==> src/sv/fcss_pkg.sv <==
`default_nettype none
package fcss_pkg;

  // request kinds
  localparam logic REQ_BUS  = 1'b0;
  localparam logic REQ_LOAD = 1'b1;

  // soft-switch addresses (even phase switches answer as idle)
  localparam logic [3:0] ADDR_PH0_ON    = 4'h1;
  localparam logic [3:0] ADDR_PH1_ON    = 4'h3;
  localparam logic [3:0] ADDR_PH2_ON    = 4'h5;
  localparam logic [3:0] ADDR_PH3_ON    = 4'h7;
  localparam logic [3:0] ADDR_MOTOR_OFF = 4'h8;
  localparam logic [3:0] ADDR_MOTOR_ON  = 4'h9;
  localparam logic [3:0] ADDR_SEL_0     = 4'hA;
  localparam logic [3:0] ADDR_SEL_1     = 4'hB;
  localparam logic [3:0] ADDR_Q6L       = 4'hC;
  localparam logic [3:0] ADDR_Q6H       = 4'hD;
  localparam logic [3:0] ADDR_Q7L       = 4'hE;
  localparam logic [3:0] ADDR_Q7H       = 4'hF;

  // constant answers
  localparam logic [7:0] STATUS_BYTE    = 8'hA0;
  localparam logic [7:0] HANDSHAKE_BYTE = 8'h80;
  localparam logic [7:0] IDLE_BYTE      = 8'hFF;
  localparam logic [7:0] ZERO_BYTE      = 8'h00;

  localparam int TRACK_PORT_W = 6;

  // result of one item, before the image byte is merged in
  typedef struct packed {
    logic                    use_mem;
    logic [7:0]              data;
    logic                    motor;
    logic [TRACK_PORT_W-1:0] track;
  } fcss_result_t;

endpackage
`default_nettype wire

==> src/sv/fcss_switches.sv <==
`default_nettype none
module fcss_switches #(
  parameter int TRACKS      = 35,
  parameter int TRACK_BYTES = 6656,
  parameter int MAX_PHASE   = 70,
  parameter int AW          = 18
) (
  input  wire logic                 clk,
  input  wire logic                 rst,
  input  wire logic                 en,
  input  wire logic                 req_type,
  input  wire logic [3:0]           reg_addr,
  input  wire logic [17:0]          image_addr,
  input  wire logic [7:0]           image_byte,
  output fcss_pkg::fcss_result_t    result,
  output logic                      mem_we,
  output logic      [AW-1:0]        mem_waddr,
  output logic      [7:0]           mem_wdata,
  output logic                      mem_re,
  output logic      [AW-1:0]        mem_raddr
);

  localparam int STORE = TRACKS * TRACK_BYTES;
  localparam int PW    = $clog2(MAX_PHASE + 1) < 1 ? 1 : $clog2(MAX_PHASE + 1);
  localparam int TW    = (PW > 1) ? PW - 1 : 1;
  localparam int BW    = $clog2(TRACK_BYTES + 1);
  localparam int CW    = (AW > 18) ? AW : 18;

  logic          motor_enable, motor_enable_next;
  logic [PW-1:0] head_phase, head_phase_next;
  logic [1:0]    last_phase_line, last_phase_line_next;
  logic [TW-1:0] track_index, track_index_next;
  logic [BW-1:0] byte_position, byte_position_next;
  logic          q6_latch, q6_latch_next;
  logic          q7_latch, q7_latch_next;
  logic          drive_select, drive_select_next;

  logic [1:0]    line;
  logic          fwd, back;
  logic [BW-1:0] pos_eff;
  logic          on_image;
  logic [CW-1:0] load_addr;

  assign line      = reg_addr[2:1];
  assign fwd       = (line == 2'(last_phase_line + 2'd1));
  assign back      = (line == 2'(last_phase_line + 2'd3));
  assign pos_eff   = (byte_position >= BW'(TRACK_BYTES)) ? '0 : byte_position;
  assign on_image  = (32'(track_index) < 32'(TRACKS));
  assign load_addr = CW'(image_addr);

  // decode the access and work out the next state
  always_comb begin
    motor_enable_next    = motor_enable;
    head_phase_next      = head_phase;
    last_phase_line_next = last_phase_line;
    track_index_next     = track_index;
    byte_position_next   = byte_position;
    q6_latch_next        = q6_latch;
    q7_latch_next        = q7_latch;
    drive_select_next    = drive_select;
    result.use_mem       = 1'b0;
    result.data          = fcss_pkg::ZERO_BYTE;
    mem_re               = 1'b0;
    mem_raddr            = AW'(AW'(track_index) * AW'(TRACK_BYTES) + AW'(pos_eff));
    mem_we               = 1'b0;
    mem_waddr            = load_addr[AW-1:0];
    mem_wdata            = image_byte;

    if (req_type == fcss_pkg::REQ_LOAD) begin
      mem_we = en && (load_addr < CW'(STORE));
    end else begin
      result.data = fcss_pkg::IDLE_BYTE;
      case (reg_addr)
        fcss_pkg::ADDR_PH0_ON, fcss_pkg::ADDR_PH1_ON,
        fcss_pkg::ADDR_PH2_ON, fcss_pkg::ADDR_PH3_ON: begin
          // step the head one half-track when the motor turns
          if (motor_enable) begin
            last_phase_line_next = line;
            if (fwd) begin
              head_phase_next = (head_phase < PW'(MAX_PHASE)) ?
                                PW'(head_phase + 1'b1) : PW'(MAX_PHASE);
            end else if (back) begin
              head_phase_next = (head_phase != '0) ? PW'(head_phase - 1'b1) : head_phase;
            end
            if (fwd || back) begin
              track_index_next = TW'(head_phase_next >> 1);
            end
          end
        end
        fcss_pkg::ADDR_MOTOR_OFF, fcss_pkg::ADDR_MOTOR_ON: begin
          motor_enable_next = reg_addr[0];
        end
        fcss_pkg::ADDR_SEL_0, fcss_pkg::ADDR_SEL_1: begin
          drive_select_next = reg_addr[0];
        end
        fcss_pkg::ADDR_Q6L: begin
          q6_latch_next = 1'b0;
          if (q7_latch) begin
            result.data = fcss_pkg::HANDSHAKE_BYTE;
          end else begin
            // fetch the next track byte and advance round the track
            byte_position_next = BW'(pos_eff + 1'b1);
            if (on_image) begin
              result.use_mem = 1'b1;
              mem_re         = en;
            end
          end
        end
        fcss_pkg::ADDR_Q6H: begin
          q6_latch_next = 1'b1;
          result.data   = fcss_pkg::ZERO_BYTE;
        end
        fcss_pkg::ADDR_Q7L, fcss_pkg::ADDR_Q7H: begin
          q7_latch_next = reg_addr[0];
          result.data   = fcss_pkg::STATUS_BYTE;
        end
        default: begin
          result.data = fcss_pkg::IDLE_BYTE;
        end
      endcase
    end
    result.motor = motor_enable_next;
    result.track = fcss_pkg::TRACK_PORT_W'(track_index_next);
  end

  // hold the switch state, advance on each accepted word
  always_ff @(posedge clk) begin
    if (rst) begin
      motor_enable    <= 1'b0;
      head_phase      <= '0;
      last_phase_line <= '0;
      track_index     <= '0;
      byte_position   <= '0;
      q6_latch        <= 1'b0;
      q7_latch        <= 1'b0;
      drive_select    <= 1'b0;
    end else if (en) begin
      motor_enable    <= motor_enable_next;
      head_phase      <= head_phase_next;
      last_phase_line <= last_phase_line_next;
      track_index     <= track_index_next;
      byte_position   <= byte_position_next;
      q6_latch        <= q6_latch_next;
      q7_latch        <= q7_latch_next;
      drive_select    <= drive_select_next;
    end
  end

endmodule
`default_nettype wire

==> config.mk <==
export PLATFORM = sky130hd
export DESIGN_NAME = fcss_switches
export DESIGN_NICKNAME = d
export VERILOG_FILES = /design/src/sv/fcss_pkg.sv /design/src/sv/fcss_switches.sv
export SDC_FILE = /design/constraint.sdc
export NUM_CORES = 1
export LEC_CHECK = 0
export BUFFER_PORTS_ARGS = -buffer_cell sky130_fd_sc_hd__buf_2
export CAP_MARGIN = 20
export CORE_ASPECT_RATIO = 2
export CORE_MARGIN = 5
export CORE_UTILIZATION = 52
export CTS_CLUSTER_SIZE = 30
export DETAILED_ROUTE_END_ITERATION = 8
export PLACE_DENSITY = 0.81
export SLEW_MARGIN = 20
export SYNTH_ARGS = -nofsm -noshare
export SYNTH_HDL_FRONTEND = slang
export SYNTH_SLANG_ARGS = --single-unit
==> constraint.sdc <==
create_clock -name clk -period 3.39 [get_ports clk]
set_input_delay 0.339 -clock clk [delete_from_list [all_inputs] [get_ports clk]]
set_output_delay 0.339 -clock clk [all_outputs]
set_load 0.01 [all_outputs]
=== After elaboration in Yosys (flattened, before gate mapping) ===
Index checks and enable logic that the tools add are counted.

* Bits in registers: 30
* Latch bits: 0
* Memory bits (writable): 0
* ROM bits: 0
* Input bits: 34
* Output and inout bits: 62
* Logic and storage cells: 66
* Memories: 0

* Add/subtract/negate cells: 6
* Multipliers: 1
* Div/mod/pow operators: 0
* $lt $le $gt $ge: 4
* Equal/unequal tests: 12
* Shift operators: 0
* Mux-type cells: 22
* Bitwise operators: 2
* Reductions and logical operators: 12

{| class="wikitable"
|+ Operators by type and width
! cell !! count
|-
| two-way mux 7 bit || 5
|-
| equality test 4 bit (second input constant) || 6
|-
| two-way mux 6 bit || 4
|-
| case mux 8 bit (3 select lines) || 1
|-
| adder 18 x 13 -> 18 bit || 1
|-
| less-than comparator 18 bit (second input constant) || 1
|-
| adder 13 x 1 -> 13 bit (second input constant) || 1
|-
| >= comparator 13 bit (second input constant) || 1
|-
| two-way mux 13 bit || 1
|-
| two-way mux 1 bit || 10
|-
| multiplier 6 x 4 -> 9 bit (second input constant) || 1
|-
| two-way mux 9 bit || 1
|-
| equality test 4 x 3 -> 1 bit (second input constant) || 2
|-
| AND reduction 4 bit || 2
|-
| adder 7 x 1 -> 7 bit (second input constant) || 1
|-
| less-than comparator 7 bit (second input constant) || 1
|-
| nonzero test 7 bit || 1
|-
| subtractor 7 x 1 -> 7 bit (second input constant) || 1
|-
| less-than comparator 6 bit (second input constant) || 1
|-
| AND reduction 6 bit || 1
|-
| equality test 2 bit || 2
|-
| equality test 4 x 1 -> 1 bit (second input constant) || 1
|-
| equality test 4 x 2 -> 1 bit (second input constant) || 1
|-
| nonzero test 2 bit || 2
|-
| other kinds (8) || 10
|}

=== Longest topological paths before layout ===
* Word-level depth: 8
* Depth in mapped cells: 11
* Mapped depth without buffers: 11

=== Worst setup path before layout ===
Ideal clock, no wire load.

* Path type: register to output
* Start: reg track_index[2]
* End: out mem_raddr[17]
* Arrival: 2.548 ns
* Data required time: 3.051 ns
* Path slack: 0.503 ns
* Cell stages (with the launch flop): 10
* Buffers on the path: 0
* Path through: dfxtp_1 -> ha_1 -> fa_1 -> inv_1 -> fa_1 -> nand2b_1 -> a21oi_1 -> xor2_1 -> nand4_1 -> xnor2_1

* Cells in the longest elaborated chain, start to end: 2

{| class="wikitable"
|+ Ends and longest elaborated chain
! what !! RTL line !! RTL
|-
| start: declaration || fcss_switches.sv:32 || <nowiki>logic [TW-1:0] track_index, track_index_next;</nowiki>
|-
| start signal: assignment || fcss_switches.sv:141 || <nowiki>track_index <= track_index_next;</nowiki>
|-
| multiplier 6 x 4 -> 9 bit || fcss_switches.sv:64 || <nowiki>mem_raddr = AW'(AW'(track_index) * AW'(TRACK_BYTES) + AW'(pos_eff));</nowiki>
|-
| adder 18 x 13 -> 18 bit || fcss_switches.sv:64 ||
|-
| end: declaration || fcss_switches.sv:20 || <nowiki>output logic [AW-1:0] mem_raddr</nowiki>
|}

No other way between the ends.

=== Worst setup path in the final report ===
* Start: reg track_index[1]
* End: out mem_raddr[17]

Same word-level chain as after synthesis.

==> impl_metrics.py <==
metrics = {
    "logic_synthesis": {
        "synth-compound-area-share_pct": 19.3,
        "synth_warnings": 0,
        "synth.area.top_cells": "dfxtp_1 20%, ha_1 10%, buf_4 8.7%",
        "synth_top_cell_area_share_pct": 19.9,
        "synth_top_family_by_area": "simple AND/OR/NAND/NOR gates",
        "synthAdderAreaFrac_pct": 12.7,
        "ys_seq_elements": 30,
        "syn_nets": 450,
        "synth_flop_cell": "dfxtp_1",
        "syn_area_sq_um": 3010,
        "syn_avg_cell_area_sq_um": 7.77,
        "yosysSeqAreaShare_pct": 19.9,
        "synth_edf_count": 0,
        "yosysUniqueCellTypes": 59,
        "synthArstFlopShare_pct": 0,
        "synthSimpleGateAreaFrac_pct": 23.3,
        "synth_top_cell_by_area": "dfxtp_1",
        "netlist_instances": 388,
        "synth_mux_area_share_pct": 3.11,
        "synth-xor-area-share_pct": 7.68,
    },
    "global_route": {
        "grt_max_degree": 28,
        "first_global_vias": 2839,
        "grt_pass1_wl_um": 12400,
        "grt_usage_pct": 19.3,
        "overflow": 0,
        "antenna_found_initial": 0,
    },
    "setup_path": {
        "worst_r2r_path_depth": 9,
        "cp.arrival_ns": 3.00,
        "reg2reg_setup_slack_ns": 0.81,
        "r2r-end": "byte_position[10]$_SDFFE_PP0P_",
        "r2r-start": "byte_position[10]$_SDFFE_PP0P_",
        "critPathRequiredTime_ns": 3.05,
        "cp-start-kind": "register",
        "critPathMaxFanout": 9,
        "cp-end-kind": "primary output",
        "crit_start": "track_index[1]$_SDFFE_PP0P_",
        "crit_type": "reg2out",
    },
    "timing": {
        "slew_headroom_pct": 53.9,
        "final_max_slew_viol_count": 0,
        "finalCriticalPeriod_ns": 3.34,
        "finalHoldViolations": 0,
        "post-route-period-util_pct": 98.6,
        "setup_viol": 0,
        "rsz0062_at_grt": "true",
        "skew_ns": 0.00576,
        "finalWorstSetupSlack_ns": 0.0473,
        "worstMarginPinSlew_ns": 0.690,
        "fin_setup_tns_ns": 0,
        "fmax_mhz": 299,
    },
    "cts": {
        "cts_tree": "yes",
        "cts_hold_buf": 0,
        "ctsRootBufferMaster": "clkbuf_16",
        "clkSinkCount": 30,
        "h-tree-depth": 2,
        "cts_buffers": 5,
        "cts_buffer_depth": 2,
        "clk_pin_slew_ns": 0.05,
        "insertion_delay_ns": 0.28,
    },
    "floorplanning": {
        "die_w_um": 63.8,
        "die_area_sq_um": 7510,
        "core_sq_um": 5660,
        "initial_utilization_pct": 53.2,
        "rows": 39,
        "io-pin-count": 96,
        "dieHeight_um": 118,
    },
    "final_layout": {
        "synthToLayoutAreaGrowth_pct": 7.68,
        "multi_input_area_sq_um": 2010,
        "fill_cells": 527,
        "register_area_sq_um": 603,
        "final_nets": 470,
        "layout-drive-gt1-share_pct": 22.5,
        "fin_util_pct": 57.3,
        "diodes": 0,
    },
    "routing": {
        "drt_iter0_drc": 111,
        "wl_per_cell_um": 15.7,
        "vias": 2849,
        "routed_via_density": 6.06,
        "firstDrtPassIters": 4,
        "wl_um": 7400,
        "antenna_left": 0,
        "drcViolationCount": 0,
    },
    "min_path": {
        "hp-class": "in2reg",
        "whs_endpoint": "q7_latch$_SDFFE_PP0P_",
        "worstHoldStart": "reg_addr[0]",
        "hold_path_depth": 3,
    },
    "job": {
        "maxCapViolCount": 0,
    },
    "placed_design": {
        "dpl_worst_slack_ns": 0.286,
        "io_buffers": 61,
        "place_congestion": 0.883,
        "post-dp-hpwl_um": 5610,
    },
    "outcome": {
        "status": "completed",
    },
    "power": {
        "leakagePower_nw": 1.49,
        "p_per_area_nw_per_um2": 273,
        "power.total_w": 0.000887,
        "vdd_ir_drop_max_v": 0.000352,
    },
}
worst max-delay path by stage:
stage                     slack (ns)            end
final                           0.05  mem_raddr[17]
after global routing           -0.09  mem_raddr[17]
after CTS                       0.04  mem_raddr[17]
after detailed placement        0.29  mem_raddr[17]
after global placement          0.38  mem_raddr[17]
after floorplan                 0.50  mem_raddr[17]
layout by cell type, fill, tap and decap left out, drive strengths merged, types with 8 or more instances in the layout:
cell type	n
a21oi	20
a31oi	11
and2	15
buf	65
dfxtp	30
ha	25
inv	18
nand2	38
nand3	10
nor2	35
nor3	10
o21ai	20
xnor2	12
xor2	8
cell families after synthesis:
family,after synthesis
buffers and inverters,70
AO/OA/AOI/OAI,88
AND/OR/NAND/NOR,140
adder cells (fa/ha/maj),29
multiplexers,9
flip-flops,30
XOR/XNOR,22
metrics by stage:
step | hold WS [ns] | std cells | area (sq um)
2_1_floorplan | 0.454 | 388 | 3010
4_1_cts | 0.365 | 468 | 3210
5_1_grt | 0.397 | 470 | 3250
3_5_place_dp | 0.485 | 460 | 3060
6_report | 0.365 | 470 | 3250
3_3_place_gp | 0.478 | 460 | 3060
state kept, by name, summed over array words and instances (netlist names):
signal           count
q7_latch             1
last_phase_line      2
motor_enable         1
byte_position       13
head_phase           7
track_index          6
final cells by class:
class	count	area share, %
clock buffers	6	4.28
clock inverters	2	0.386
inverters	18	2.08
multi-input cells	288	62.0
flip-flops and latches	30	18.6
well taps	61	2.35
repair buffers	65	10.3
metal layers:
| metal | part of all wire, % | GRT usage, % |
|---|---|---|
| met1 | 36 | 20.1 |
| met2 | 56 | 35.8 |
| met3 | 5.0 | 3.15 |
| met4 | 3.1 | 8.45 |
| met5 | 0 | 0 |
critical path, stage by stage (launching register included):
cell	delay (ns)
dfxtp_1	0.31
buf_4	0.16
ha_2	0.19
fa_1	0.53
inv_1	0.07
fa_2	0.39
nand2b_1	0.17
a21oi_2	0.15
xor2_1	0.26
nand4_1	0.15
xnor2_1	0.19
buf_2	0.15
where the power goes:
| part | internal [W] | switching [W] |
|---|---|---|
| Clock | 0.000290 | 0.000165 |
| Combinational | 0.0000295 | 0.0000483 |
| Sequential | 0.000353 | 0.000000623 |
| Total | 0.000673 | 0.000214 |
synthesized netlist by cell type, types with 2 or more instances:
| library cell | n |
|---|---|
| nor2b_1 | 3 |
| nor2_1 | 34 |
| xnor2_1 | 12 |
| nand2_1 | 37 |
| nor4b_1 | 2 |
| a31oi_1 | 11 |
| or3_1 | 4 |
| xor2_1 | 7 |
| mux2i_1 | 6 |
| a211oi_1 | 4 |
| nor4bb_1 | 2 |
| a22oi_1 | 3 |
| a21oi_1 | 20 |
| buf_6 | 3 |
| a21boi_0 | 2 |
| mux2_2 | 3 |
| nand4_1 | 6 |
| a311oi_1 | 3 |
| fa_1 | 3 |
| a21o_1 | 2 |
| o211ai_1 | 6 |
| a2111oi_0 | 2 |
| ha_1 | 25 |
| nand3_1 | 10 |
| and2_1 | 15 |
| nor4_1 | 2 |
| o31ai_1 | 4 |
| nand3b_1 | 2 |
| o21ai_0 | 20 |
| dfxtp_1 | 30 |
| nand2b_1 | 2 |
| o21a_1 | 3 |
| clkbuf_1 | 9 |
| inv_1 | 18 |
| nor3_1 | 9 |
| and3_1 | 4 |
| buf_4 | 35 |
| buf_2 | 4 |
repair_timing:
action                     4_1_cts  5_1_grt
setup buffers                    0        2
setup endpoints to repair        1        2
pin swaps                        0        5
resized for setup                1        7
Note: power is estimated with default switching activity, not from simulation.
